$ cat src/sv/bitonic_sorter_core_macros.svh
// assertion macros for the bitonic sorter core
// expects signals named clock and reset in the module that uses them
`ifndef BITONIC_SORTER_CORE_MACROS_SVH
`define BITONIC_SORTER_CORE_MACROS_SVH

// condition implies consequence in the same cycle
`define BSC_ASSERT_IMPLY(label, ante, cons, msg) \
   label: assert property (@(posedge clock) disable iff (reset) (ante) |-> (cons)) \
      else $error(msg);

// condition implies consequence in the next cycle
`define BSC_ASSERT_NEXT(label, ante, cons, msg) \
   label: assert property (@(posedge clock) disable iff (reset) (ante) |=> (cons)) \
      else $error(msg);

`endif

$ cat src/sv/bs_pkg.sv
// shared types and helpers for the bitonic sorter
// no dependencies
package bs_pkg;

   localparam int VALUE_W = 32;

   // stored element: pad marks a filler slot beyond the real set
   typedef struct packed {
      logic                      pad;
      logic signed [VALUE_W-1:0] value;
   } elem_type;

   localparam int ELEM_W = $bits(elem_type);

   // control for one compare-exchange
   typedef struct packed {
      logic up;         // this block runs ascending
      logic ascending;  // final order, decides where fillers sort
   } xchg_ctrl_type;

   // ordering with fillers as +inf in ascending order and -inf in descending order
   function automatic logic elem_less(elem_type a, elem_type b, logic ascending);
      logic res;
      if (a.pad && b.pad) begin
         res = 1'b0;
      end else if (a.pad != b.pad) begin
         res = ascending ? b.pad : a.pad;
      end else begin
         res = (a.value < b.value);
      end
      return res;
   endfunction

endpackage

$ cat src/sv/bitonic_sorter_core.sv
// bitonic sorter: collects a set of signed values, sorts them on one shared
// compare-exchange unit and streams them out in order
// depends on bs_pkg, bs_ram, bs_cmp_xchg and bitonic_sorter_core_macros.svh
//
// usage:
//   req_ channel: one value per item, req_last_value closes the set. An item
//   that fills the store to MAX_ELEMENTS closes the set as well.
//   rsp_ channel: the sorted set, one value per item, rsp_last_result on the
//   final one. csr_ channel: sort_ascending (1 ascending, 0 descending),
//   always ready, sampled when the closing item arrives.
// sequence for a set: the items are loaded as they arrive, then filler writes
//   pad the store up to the next power of two, then the passes run on the
//   compare-exchange unit (one pair per cycle, one bank per index parity, an
//   idle gap state between passes), then each result is read out once the one
//   before it is taken. A set of one value goes straight to output.
// req_stall stays high from the closing item until the final result is taken.
// a stall on rsp_ holds the current result; the sequencer waits on it.
// reset: synchronous, empties the set, selects ascending, drops rsp_valid.
`include "bitonic_sorter_core_macros.svh"

module bitonic_sorter_core #(
   parameter int MAX_ELEMENTS = 64
) (
   input  logic                                  clock,
   input  logic                                  reset,
   // input items
   input  logic                                  req_valid,
   output logic                                  req_stall,
   input  logic signed [bs_pkg::VALUE_W-1:0]     req_value,
   input  logic                                  req_last_value,
   // result items
   output logic                                  rsp_valid,
   input  logic                                  rsp_stall,
   output logic signed [bs_pkg::VALUE_W-1:0]     rsp_sorted_value,
   output logic                                  rsp_last_result,
   // configuration
   input  logic                                  csr_valid,
   output logic                                  csr_ready,
   input  logic                                  csr_sort_ascending
);

   localparam int IDX_W      = (MAX_ELEMENTS > 2) ? $clog2(MAX_ELEMENTS) : 1;
   localparam int SZ_W       = IDX_W + 1;
   localparam int ADDR_W     = (IDX_W > 1) ? IDX_W - 1 : 1;
   localparam int BANK_DEPTH = 2 ** ADDR_W;

   // sequencer states
   localparam logic [2:0] ST_IDLE      = 3'd0;
   localparam logic [2:0] ST_PAD       = 3'd1;
   localparam logic [2:0] ST_SORT      = 3'd2;
   localparam logic [2:0] ST_GAP       = 3'd3;
   localparam logic [2:0] ST_EMIT_RD   = 3'd4;
   localparam logic [2:0] ST_EMIT_WAIT = 3'd5;
   localparam logic [2:0] ST_EMIT_HOLD = 3'd6;

   // smallest power of two not below n, one-hot
   function automatic logic [SZ_W-1:0] pow2_ceil(logic [SZ_W-1:0] n);
      logic [SZ_W-1:0] res;
      res = '0;
      for (int b = SZ_W - 1; b >= 0; b--) begin
         if ((SZ_W'(1) << b) >= n) begin
            res = SZ_W'(1) << b;
         end
      end
      return res;
   endfunction

   logic [2:0]              state_ff, state_in;
   logic [SZ_W-1:0]         count_ff, count_in;
   logic [SZ_W-1:0]         size_ff, size_in;
   logic [SZ_W-1:0]         pad_idx_ff, pad_idx_in;
   logic [SZ_W-1:0]         k_ff, k_in;
   logic [IDX_W-1:0]        j_ff, j_in;
   logic [IDX_W-1:0]        pair_ff, pair_in;
   logic                    done_ff, done_in;
   logic                    asc_cfg_ff;
   logic                    asc_ff, asc_in;
   logic [IDX_W-1:0]        emit_idx_ff, emit_idx_in;
   logic                    s2_valid_ff;
   logic                    s2_par_ff;
   logic [ADDR_W-1:0]       s2_addr_i_ff, s2_addr_l_ff;
   logic                    s2_up_ff;
   logic                    rsp_valid_ff, rsp_valid_in;
   logic signed [bs_pkg::VALUE_W-1:0] rsp_value_ff, rsp_value_in;
   logic                    rsp_last_ff, rsp_last_in;

   logic                    req_accept;
   logic                    rsp_accept;
   logic [SZ_W-1:0]         n_new;
   logic                    set_closed;
   logic [IDX_W-1:0]        pair_mask;
   logic [IDX_W-1:0]        pair_i, pair_l;
   logic                    pair_par_i, pair_par_l;
   logic                    pair_up;
   logic                    last_pair;
   logic [IDX_W-1:0]        emit_next;
   logic [IDX_W-1:0]        load_idx;
   logic [IDX_W-1:0]        pad_idx;

   logic                    wr_en   [2];
   logic [ADDR_W-1:0]       wr_addr [2];
   bs_pkg::elem_type        wr_data [2];
   logic                    rd_en   [2];
   logic [ADDR_W-1:0]       rd_addr [2];
   logic [bs_pkg::ELEM_W-1:0] rd_raw [2];
   bs_pkg::elem_type        rd_data [2];

   bs_pkg::elem_type        xchg_lo, xchg_hi;
   bs_pkg::elem_type        new_lo, new_hi;
   bs_pkg::xchg_ctrl_type   xchg_ctrl;

   // handshakes
   assign req_stall  = (state_ff != ST_IDLE);
   assign req_accept = req_valid && !req_stall;
   assign rsp_accept = rsp_valid_ff && !rsp_stall;
   assign csr_ready  = 1'b1;

   assign n_new      = count_ff + SZ_W'(1);
   assign set_closed = req_last_value || (n_new == SZ_W'(MAX_ELEMENTS));
   assign load_idx   = count_ff[IDX_W-1:0];
   assign pad_idx    = pad_idx_ff[IDX_W-1:0];
   assign emit_next  = emit_idx_ff + IDX_W'(1);

   // pair of the current pass: insert a zero at the stride bit of the pair number
   assign pair_mask  = j_ff - IDX_W'(1);
   assign pair_i     = IDX_W'({pair_ff & ~pair_mask, 1'b0}) | (pair_ff & pair_mask);
   assign pair_l     = pair_i | j_ff;
   assign pair_par_i = ^pair_i;
   assign pair_par_l = ^pair_l;
   assign pair_up    = ((SZ_W'(pair_i) & k_ff) == '0) == asc_ff;
   assign last_pair  = (pair_ff + IDX_W'(1)) == IDX_W'(size_ff >> 1);

   // sequencer
   always_comb begin
      state_in    = state_ff;
      count_in    = count_ff;
      size_in     = size_ff;
      pad_idx_in  = pad_idx_ff;
      k_in        = k_ff;
      j_in        = j_ff;
      pair_in     = pair_ff;
      done_in     = done_ff;
      asc_in      = asc_ff;
      emit_idx_in = emit_idx_ff;
      case (state_ff)
         ST_IDLE: begin
            if (req_accept) begin
               count_in = n_new;
               if (set_closed) begin
                  asc_in      = asc_cfg_ff;
                  emit_idx_in = '0;
                  size_in     = pow2_ceil(n_new);
                  pad_idx_in  = n_new;
                  state_in    = (count_ff == '0) ? ST_EMIT_RD : ST_PAD;
               end
            end
         end
         ST_PAD: begin
            if (pad_idx_ff == size_ff) begin
               k_in     = SZ_W'(2);
               j_in     = IDX_W'(1);
               pair_in  = '0;
               done_in  = 1'b0;
               state_in = ST_SORT;
            end else begin
               pad_idx_in = pad_idx_ff + SZ_W'(1);
            end
         end
         ST_SORT: begin
            if (last_pair) begin
               pair_in  = '0;
               state_in = ST_GAP;
               if (j_ff == IDX_W'(1)) begin
                  if (k_ff == size_ff) begin
                     done_in = 1'b1;
                  end else begin
                     k_in = k_ff << 1;
                     j_in = k_ff[IDX_W-1:0];
                  end
               end else begin
                  j_in = j_ff >> 1;
               end
            end else begin
               pair_in = pair_ff + IDX_W'(1);
            end
         end
         ST_GAP: begin
            emit_idx_in = '0;
            state_in    = done_ff ? ST_EMIT_RD : ST_SORT;
         end
         ST_EMIT_RD: begin
            state_in = ST_EMIT_WAIT;
         end
         ST_EMIT_WAIT: begin
            state_in = ST_EMIT_HOLD;
         end
         ST_EMIT_HOLD: begin
            if (rsp_accept) begin
               if (rsp_last_ff) begin
                  count_in = '0;
                  state_in = ST_IDLE;
               end else begin
                  emit_idx_in = emit_next;
                  state_in    = ST_EMIT_WAIT;
               end
            end
         end
         default: begin
            state_in = ST_IDLE;
         end
      endcase
   end

   // output register
   always_comb begin
      rsp_valid_in = rsp_valid_ff;
      rsp_value_in = rsp_value_ff;
      rsp_last_in  = rsp_last_ff;
      if (state_ff == ST_EMIT_WAIT) begin
         rsp_valid_in = 1'b1;
         rsp_value_in = rd_data[^emit_idx_ff].value;
         rsp_last_in  = (SZ_W'(emit_idx_ff) + SZ_W'(1)) == count_ff;
      end else if (rsp_accept) begin
         rsp_valid_in = 1'b0;
      end
   end

   // bank write ports: load, filler, or compare-exchange write-back
   always_comb begin
      for (int b = 0; b < 2; b++) begin
         wr_en[b]   = 1'b0;
         wr_addr[b] = '0;
         wr_data[b] = '0;
      end
      if (s2_valid_ff) begin
         for (int b = 0; b < 2; b++) begin
            wr_en[b] = 1'b1;
         end
         wr_addr[s2_par_ff]  = s2_addr_i_ff;
         wr_data[s2_par_ff]  = new_lo;
         wr_addr[!s2_par_ff] = s2_addr_l_ff;
         wr_data[!s2_par_ff] = new_hi;
      end else if (req_accept) begin
         wr_en[^load_idx]         = 1'b1;
         wr_addr[^load_idx]       = ADDR_W'(load_idx >> 1);
         wr_data[^load_idx].pad   = 1'b0;
         wr_data[^load_idx].value = req_value;
      end else if ((state_ff == ST_PAD) && (pad_idx_ff != size_ff)) begin
         wr_en[^pad_idx]       = 1'b1;
         wr_addr[^pad_idx]     = ADDR_W'(pad_idx >> 1);
         wr_data[^pad_idx].pad = 1'b1;
      end
   end

   // bank read ports: pair fetch or output fetch
   always_comb begin
      for (int b = 0; b < 2; b++) begin
         rd_en[b]   = 1'b0;
         rd_addr[b] = '0;
      end
      if (state_ff == ST_SORT) begin
         rd_en[pair_par_i]   = 1'b1;
         rd_addr[pair_par_i] = ADDR_W'(pair_i >> 1);
         rd_en[pair_par_l]   = 1'b1;
         rd_addr[pair_par_l] = ADDR_W'(pair_l >> 1);
      end else if (state_ff == ST_EMIT_RD) begin
         for (int b = 0; b < 2; b++) begin
            rd_en[b]   = 1'b1;
            rd_addr[b] = ADDR_W'(emit_idx_ff >> 1);
         end
      end else if ((state_ff == ST_EMIT_HOLD) && rsp_accept && !rsp_last_ff) begin
         for (int b = 0; b < 2; b++) begin
            rd_en[b]   = 1'b1;
            rd_addr[b] = ADDR_W'(emit_next >> 1);
         end
      end
   end

   // element store, split by index parity so both ends of a pair are read together
   for (genvar b = 0; b < 2; b++) begin : g_bank
      bs_ram #(
         .WIDTH (bs_pkg::ELEM_W),
         .DEPTH (BANK_DEPTH)
      ) u_bank (
         .clock   (clock),
         .wr_en   (wr_en[b]),
         .wr_addr (wr_addr[b]),
         .wr_data (wr_data[b]),
         .rd_en   (rd_en[b]),
         .rd_addr (rd_addr[b]),
         .rd_data (rd_raw[b])
      );
      assign rd_data[b] = bs_pkg::elem_type'(rd_raw[b]);
   end

   // shared compare-exchange on the fetched pair
   assign xchg_lo             = rd_data[s2_par_ff];
   assign xchg_hi             = rd_data[!s2_par_ff];
   assign xchg_ctrl.up        = s2_up_ff;
   assign xchg_ctrl.ascending = asc_ff;

   bs_cmp_xchg u_cmp (
      .elem_lo (xchg_lo),
      .elem_hi (xchg_hi),
      .ctrl    (xchg_ctrl),
      .out_lo  (new_lo),
      .out_hi  (new_hi)
   );

   // control registers
   always_ff @(posedge clock) begin
      if (reset) begin
         state_ff     <= ST_IDLE;
         count_ff     <= '0;
         asc_cfg_ff   <= 1'b1;
         s2_valid_ff  <= 1'b0;
         rsp_valid_ff <= 1'b0;
         done_ff      <= 1'b0;
      end else begin
         state_ff     <= state_in;
         count_ff     <= count_in;
         s2_valid_ff  <= (state_ff == ST_SORT);
         rsp_valid_ff <= rsp_valid_in;
         done_ff      <= done_in;
         if (csr_valid && csr_ready) begin
            asc_cfg_ff <= csr_sort_ascending;
         end
      end
   end

   // sequencer counters and payload
   always_ff @(posedge clock) begin
      size_ff      <= size_in;
      pad_idx_ff   <= pad_idx_in;
      k_ff         <= k_in;
      j_ff         <= j_in;
      pair_ff      <= pair_in;
      asc_ff       <= asc_in;
      emit_idx_ff  <= emit_idx_in;
      s2_par_ff    <= pair_par_i;
      s2_addr_i_ff <= ADDR_W'(pair_i >> 1);
      s2_addr_l_ff <= ADDR_W'(pair_l >> 1);
      s2_up_ff     <= pair_up;
      rsp_value_ff <= rsp_value_in;
      rsp_last_ff  <= rsp_last_in;
   end

   assign rsp_valid        = rsp_valid_ff;
   assign rsp_sorted_value = rsp_value_ff;
   assign rsp_last_result  = rsp_last_ff;

   // checks
   `BSC_ASSERT_IMPLY(a_pair_banks, state_ff == ST_SORT, pair_par_i != pair_par_l, "pair in one bank")
   `BSC_ASSERT_IMPLY(a_rsp_hold, rsp_valid_ff, state_ff == ST_EMIT_HOLD, "result outside hold")
   `BSC_ASSERT_IMPLY(a_idle_count, state_ff == ST_IDLE, count_ff < SZ_W'(MAX_ELEMENTS), "store overrun")
   `BSC_ASSERT_NEXT(a_gap_bubble, state_ff == ST_GAP, !s2_valid_ff, "no bubble between passes")

endmodule

$ cat src/sv/bs_ram.sv
// generic simple dual-port ram, one write and one registered read per cycle
// no dependencies
module bs_ram #(
   parameter int WIDTH = 33,
   parameter int DEPTH = 32
) (
   input  logic                     clock,
   input  logic                     wr_en,
   input  logic [$clog2(DEPTH)-1:0] wr_addr,
   input  logic [WIDTH-1:0]         wr_data,
   input  logic                     rd_en,
   input  logic [$clog2(DEPTH)-1:0] rd_addr,
   output logic [WIDTH-1:0]         rd_data
);

   logic [WIDTH-1:0] mem_ff [DEPTH];
   logic [WIDTH-1:0] rd_data_ff;

   // write port
   always_ff @(posedge clock) begin
      if (wr_en) begin
         mem_ff[wr_addr] <= wr_data;
      end
   end

   // registered read port
   always_ff @(posedge clock) begin
      if (rd_en) begin
         rd_data_ff <= mem_ff[rd_addr];
      end
   end

   assign rd_data = rd_data_ff;

endmodule

$ cat src/sv/bs_cmp_xchg.sv
// shared compare-exchange unit of the bitonic sorter
// depends on bs_pkg
module bs_cmp_xchg (
   input  bs_pkg::elem_type      elem_lo,
   input  bs_pkg::elem_type      elem_hi,
   input  bs_pkg::xchg_ctrl_type ctrl,
   output bs_pkg::elem_type      out_lo,
   output bs_pkg::elem_type      out_hi
);

   logic swap;

   // exchange when the pair is out of order for this block's direction
   always_comb begin
      if (ctrl.up) begin
         swap = bs_pkg::elem_less(elem_hi, elem_lo, ctrl.ascending);
      end else begin
         swap = bs_pkg::elem_less(elem_lo, elem_hi, ctrl.ascending);
      end
   end

   assign out_lo = swap ? elem_hi : elem_lo;
   assign out_hi = swap ? elem_lo : elem_hi;

endmodule

$ cat config.mk
export PLATFORM = sky130hd
export DESIGN_NAME = bitonic_sorter_core
export DESIGN_NICKNAME = d
export VERILOG_FILES = /design/src/sv/bs_pkg.sv /design/src/sv/bitonic_sorter_core.sv /design/src/sv/bs_ram.sv /design/src/sv/bs_cmp_xchg.sv
export VERILOG_INCLUDE_DIRS = /design/src /design/src/sv
export SDC_FILE = /design/constraint.sdc
export NUM_CORES = 2
export LEC_CHECK = 0
export BUFFER_PORTS_ARGS = -buffer_cell sky130_fd_sc_hd__buf_4
export CORE_UTILIZATION = 55
export DETAILED_ROUTE_END_ITERATION = 10
export PLACE_DENSITY = 0.76
export SKIP_CTS_REPAIR_TIMING = 1
export SLEW_MARGIN = 0
export SYNTH_ARGS = -nofsm -noshare
export SYNTH_HDL_FRONTEND = slang
export SYNTH_SLANG_ARGS = --single-unit
$ cat constraint.sdc
create_clock -name clock -period 11.2 [get_ports clock]
set_input_delay 1.12 -clock clock [delete_from_list [all_inputs] [get_ports clock]]
set_output_delay 1.12 -clock clock [all_outputs]
set_load 0.05 [all_outputs]
# ---- After elaboration in Yosys (flattened, before gate mapping)
# Memories as Yosys holds them, arrays and structs flattened. A register that Yosys moved wholly into a read port is not among the register bits.
# Cells that the tools add are included.
dict set report classes {
  n_mux 116
  n_addsub 6
  eq_ne 28
  magnitude_cmp 22
  bitwise 20
  reduce_logical 45
}
# op n
set op_table {}
lappend op_table {{$mux 33} 11}
lappend op_table {{$mux 66} 3}
lappend op_table {{$and 66x66->66} 2}
lappend op_table {{$demux 33 s1} 4}
lappend op_table {{$mux 32} 4}
lappend op_table {{$mux 7} 11}
lappend op_table {{$bwmux 66} 1}
lappend op_table {{$mux 6} 11}
lappend op_table {{$lt 32x32->1} 2}
lappend op_table {{$mux 10} 6}
lappend op_table {{$pmux 7 s2} 3}
lappend op_table {{$and 10x10->10} 4}
lappend op_table {{$mux 5} 7}
lappend op_table {{$demux 5 s1} 6}
lappend op_table {{$reduce_xor 6->1} 5}
lappend op_table {{$mux 3} 9}
lappend op_table {{$pmux 6 s2} 2}
lappend op_table {{$ne 2x2->1 const B} 11}
lappend op_table {{$eq 7x7->1} 3}
lappend op_table {{$mux 1} 21}
lappend op_table {{$pmux 3 s7} 1}
lappend op_table {{$bwmux 10} 2}
lappend op_table {{$reduce_and 5->1} 4}
lappend op_table {{$pmux 6 s3} 1}
lappend op_table {{other kinds (49)} 103}
dict set report totals {
  register_bits 99
  word_cells 263
  input_bits 39
  n_memories 2
  ramBits 2112
}
# memory depth word_bits read_ports rd_ports_with_merged_regs write_ports line_no
set mem_list {}
lappend mem_list {{g_bank[0].u_bank.mem_ff} 32 33 1 1 1 bs_ram.sv:16} ;# logic [WIDTH-1:0] mem_ff [DEPTH];
lappend mem_list {{g_bank[1].u_bank.mem_ff} 32 33 1 1 1 bs_ram.sv:16}

# ---- Depth between registers and ports, before layout
dict set report depth {
  depth_word 13
  depth_mapped 18
  mapped_depth_nobuf 14
}

# ---- By module
# Synthesis repeated with hierarchy kept, for this count alone.
dict set report unflattened {
  cells_unflattened 6282
  area_unflattened_um2 96806.6
}
# module cells_each seq_area_each_um2 area_per_inst_um2 instances
set modules_own_cells {}
lappend modules_own_cells {bs_ram 2332 32701.4 42144.2 2}
lappend modules_own_cells {bitonic_sorter_core 874 2682.6 8189.1 1}
lappend modules_own_cells {bs_cmp_xchg 744 0.0 4329.2 1}

# ---- Least setup slack after synthesis
# OpenSTA, ideal clock, no wires.
dict set report synth_timing {
  path_type {reg2reg}
  from {register s2_par_ff}
  to {memory g_bank[0].u_bank.mem_ff[0][32] (data pin)}
  synth_period_minus_slack_ns 5.769
  arrival_ns 5.392
  n_path_buf 5
  stages_incl_launch_ff 18
  t_required_ns 10.823
  slack_ns 5.431
  setup_ns 0.377
  cell_sequence {dfxtp_1 > buf_1 > clkbuf_1 > buf_1 > mux2_2 > ha_1 > nand4_1 > nor3_1 > nand3_1 > or4_1 > a31oi_1 > a211oi_1 > xor2_1 > o211a_1 > clkbuf_1 > clkbuf_1 > mux2i_1 > a21oi_1}
}
dict set report synth_between {
  elab_chain_cells 13
  word_cells_on_any_way 36
  classes_between {6 x order compare; 2 x eq/ne; 21 x mux; 3 x bitwise; 4 x reduce/logical}
}
# item line_no
set synth_rtl {}
lappend synth_rtl {{start: declaration} bitonic_sorter_core.sv:80} ;# logic s2_par_ff;
lappend synth_rtl {{start signal: assignment} bitonic_sorter_core.sv:340} ;# s2_par_ff <= pair_par_i;
lappend synth_rtl {{$logic_not 1->1} {bitonic_sorter_core.sv:242, bitonic_sorter_core.sv:298}}
lappend synth_rtl {{$not 1->2} {bitonic_sorter_core.sv:242, bitonic_sorter_core.sv:298}}
lappend synth_rtl {{$mux 33 (implied by the code) (3 in a row)} bitonic_sorter_core.sv:298} ;# assign xchg_hi = rd_data[!s2_par_ff];
lappend synth_rtl {{$lt 32x32->1 (tied with other cells)} bs_pkg.sv:29} ;# res = (a.value < b.value);
lappend synth_rtl {{$mux 1} bs_pkg.sv:26} ;# end else if (a.pad != b.pad) begin
lappend synth_rtl {{$mux 1} bs_pkg.sv:24} ;# if (a.pad && b.pad) begin
lappend synth_rtl {{$mux 1} bs_cmp_xchg.sv:15} ;# if (ctrl.up) begin
lappend synth_rtl {{$mux 33} bs_cmp_xchg.sv:22} ;# assign out_lo = swap ? elem_hi : elem_lo;
lappend synth_rtl {{$and 66x66->66 (no source line)} n/a}
lappend synth_rtl {{$bwmux 66 *} bitonic_sorter_core.sv:242} ;# wr_data[!s2_par_ff] = new_hi;
lappend synth_rtl {{$mux 66 *} bitonic_sorter_core.sv:235} ;# if (s2_valid_ff) begin
lappend synth_rtl {{via g_bank[0].u_bank.wr_data[32]} bs_ram.sv:10} ;# input logic [WIDTH-1:0] wr_data,
lappend synth_rtl {{end: declaration} bs_ram.sv:16}
# The timed path passes the listed nets; every way through them passes the cells marked *. The select of a mux whose other input is x is not followed.

# ---- Final worst setup path
dict set report layout_timing {
  from {register s2_par_ff}
  to {memory g_bank[0].u_bank.mem_ff[27][28] (data pin)}
}
# Same word-level chain as after synthesis.

==> results.toml <==
[sta]
clock.fmax_mhz = 144
slew_headroom_pct = 17.6
post-route-min-period_ns = 6.95
fin_tns_setup_ns = 0
setup_viol = 0
finalCritPeriodShare_pct = 62.0
finalClockSkew_ns = 0.0656
hold_violations = 0
maxSlewViolCount = 0
rsz0062_at_grt = "false"
worstMarginPinSlew_ns = 1.24

[logic_synthesis]
synth_edf_count = 2250
synth_ff_type = "edfxtp_1"
syn_area_per_cell_um2 = 13.7
synth.most_common_cell = "edfxtp_1"
syn-cell-area_mm2 = 0.0935
ys_top_cells_by_count = "edfxtp_1 (2,250), nand2_1 (1,387), nand3_1 (551), clkbuf_1 (255), and3_1 (253)"
ys_seq_elements = 2276
async_flop_share_pct = 0
synth_top_area_share_pct = 72.2
ys_top_cells_by_area = "edfxtp_1 (72%), nand2_1 (5.6%), nand3_1 (2.9%)"
synth_cell_types = 88
synth_warnings = 0
syn_inst = 6848
syn_nets = 6936
synth_top_area_cell = "edfxtp_1"
yosysSeqAreaShare_pct = 72.8

[global_route]
grt_pass1_wl_um = 401000
grt_overflow = 0
grt_use_total_pct = 32.4
grt_pass1_vias = 58800
antenna_found_initial = 20
grt_max_degree = 207

[route]
dr.pass1.iters = 6
drc = 0
viasPerCell = 6.75
drt-initial-drc-count = 10200
ant_nets = 0
drt-total-wl_um = 283000
wl_per_cell_um = 30.8
num_vias = 62000

[pwr]
power_density_mw_per_mm2 = 269
pwr-share-clk_pct = 25.0
p_sw_share_pct = 36.8
peakVddDrop_mv = 0.380
leakage_nw = 34.7
switchingPower_w = 0.0103
internal-power_w = 0.0176
finalPower_w = 0.0279
pwr-share-comb_pct = 34.0
power_frac_seq_pct = 40.9

[clock_tree]
cts.path.max_buffers = 3
cts_tree = "done"
clk_latency_ns = 0.89
path_clk_slew_ns = 0.06
cts_buffers = 213
clock_sinks = 2276
clockRootBuffer = "clkbuf_16"
htree_levels = 4

[hold_path]
hp-class = "reg2reg"

[placed_design]
portBuffers = 73
place_area_mm2 = 0.0967
dpl.hpwl_um = 137000
gp_congestion = 0.928
dp_cells = 8795

[floorplan]
rows = 150
die_h_um = 414
dieArea_mm2 = 0.172
coreArea_mm2 = 0.168
io_pins = 75
initial_core_util_pct = 55.7
die_w_um = 414

[worst_setup_path]
critPathBufInv = 2
cp_slowest_cell = "a22o_1"
worst-setup-path-type = "reg2reg"
arrival_ns = 7.43
crit_fanout = 65
path_cells = "buf_4 -> mux2_2 -> ha_1 -> a21o_1 -> a21o_1 -> a2111oi_0 -> or4_1 -> a31oi_1 -> a211oi_1 -> xor2_1 -> o211a_4 -> buf_4 -> mux2_2 -> a22o_1"
critPathCaptureType = "register"
max_stage_delay_ns = 0.82
worstSetupStartpointType = "register"
crit_family = "compound AO/OA/AOI/OAI gates"
required_ns = 11.68

[outcome]
status = "finished, final reports clean"

[layout]
drive_gt1_share_pct = 11.3
final_cell_area_mm2 = 0.103
layout-area-overhead-vs-synth_pct = 10.6
final_nets = 6894
fin_cells = 9194

[run]
maxCapViolCount = 0
==> power groups by stage <==
stage               clock, W  combinational (W)  sequential, W
floorplan                  0            0.00609         0.0112
global placement           0            0.00897         0.0115
detailed placement         0            0.00915         0.0115
CTS                  0.00699            0.00922         0.0114
global route         0.00732            0.00993         0.0114
finish               0.00698            0.00948         0.0114
==> cell families (layout without fill, tap and decap cells) <==
group                    Yosys count  in the layout  synth area share [%]
AO/OA/AOI/OAI                   1007           1007                  7.37
XOR/XNOR                          63             63                 0.613
adder cells (fa/ha/maj)           49             49                 0.655
buffers and inverters            482            613                  2.21
flip-flops                      2276           2276                  72.8
multiplexers                     281            281                  3.23
other                              1             12               0.00401
AND/OR/NAND/NOR                 2689           2689                  13.1
==> metrics by stage <==
step	utilization [%]	hold WS, ns	setup slack [ns]
CTS	61.6	0.431	4.47
global placement	57.6	0.426	4.53
floorplan	-	0.401	5.43
detailed placement	57.6	0.415	4.46
global route	61.6	0.462	4.22
finish	61.6	0.468	4.25
==> layout by cell type, fill, tap and decap left out, types with 159 or more instances in the layout <==
| master | count |
|---|---|
| and3_1 | 251 |
| buf_4 | 194 |
| a211oi_1 | 240 |
| o21ai_0 | 186 |
| nor2_1 | 161 |
| edfxtp_1 | 2250 |
| nand2_1 | 1385 |
| mux2_2 | 159 |
| nand3_1 | 546 |
| clkbuf_16 | 215 |
==> state kept, by name, summed over array words and instances (netlist names) <==
name,cells
asc_cfg_ff,1
s2_valid_ff,1
rsp_valid,1
state_ff,3
s2_addr_l_ff,5
pair_ff,6
s2_up_ff,1
s2_addr_i_ff,5
rsp_last_result,1
k_ff,6
s2_par_ff,1
g_bank.u_bank.rd_data,66
rsp_sorted_value,32
pad_idx_ff,7
count_ff,7
asc_ff,1
done_ff,1
j_ff,6
size_ff,7
g_bank.u_bank.mem_ff,2112
emit_idx_ff,6
==> layer usage <==
| layer | track usage, % | part of all wire (%) |
|---|---|---|
| met1 | 39.8 | 33 |
| met5 | 0 | 0.046 |
| met2 | 51.6 | 46 |
| met3 | 7.50 | 13 |
| met4 | 21.6 | 7.9 |
==> path summary, 6_finish.rpt <==
check	start	end	slack [ns]	cells after the start
min	asc_cfg_ff	asc_ff	0.47	0
max	s2_par_ff	g_bank[0].u_bank.mem_ff[27][28]	4.25	14
max reg2reg	s2_par_ff	g_bank[0].u_bank.mem_ff[27][28]	4.25	14
min reg2reg	asc_cfg_ff	asc_ff	0.47	0
==> final cells by class <==
| type | instances | area (um^2) |
|---|---|---|
| clock inverters | 104 | 1020 |
| clock buffers | 284 | 5660 |
| well taps | 2204 | 2760 |
| fillers | 11900 | 64500 |
| inverters | 24 | 90.1 |
| multi-input cells | 4090 | 24200 |
| flip-flops and latches | 2276 | 68100 |
| repair buffers | 201 | 1600 |
| diodes | 11 | 27.5 |
Power figures use the tool's default switching activity.
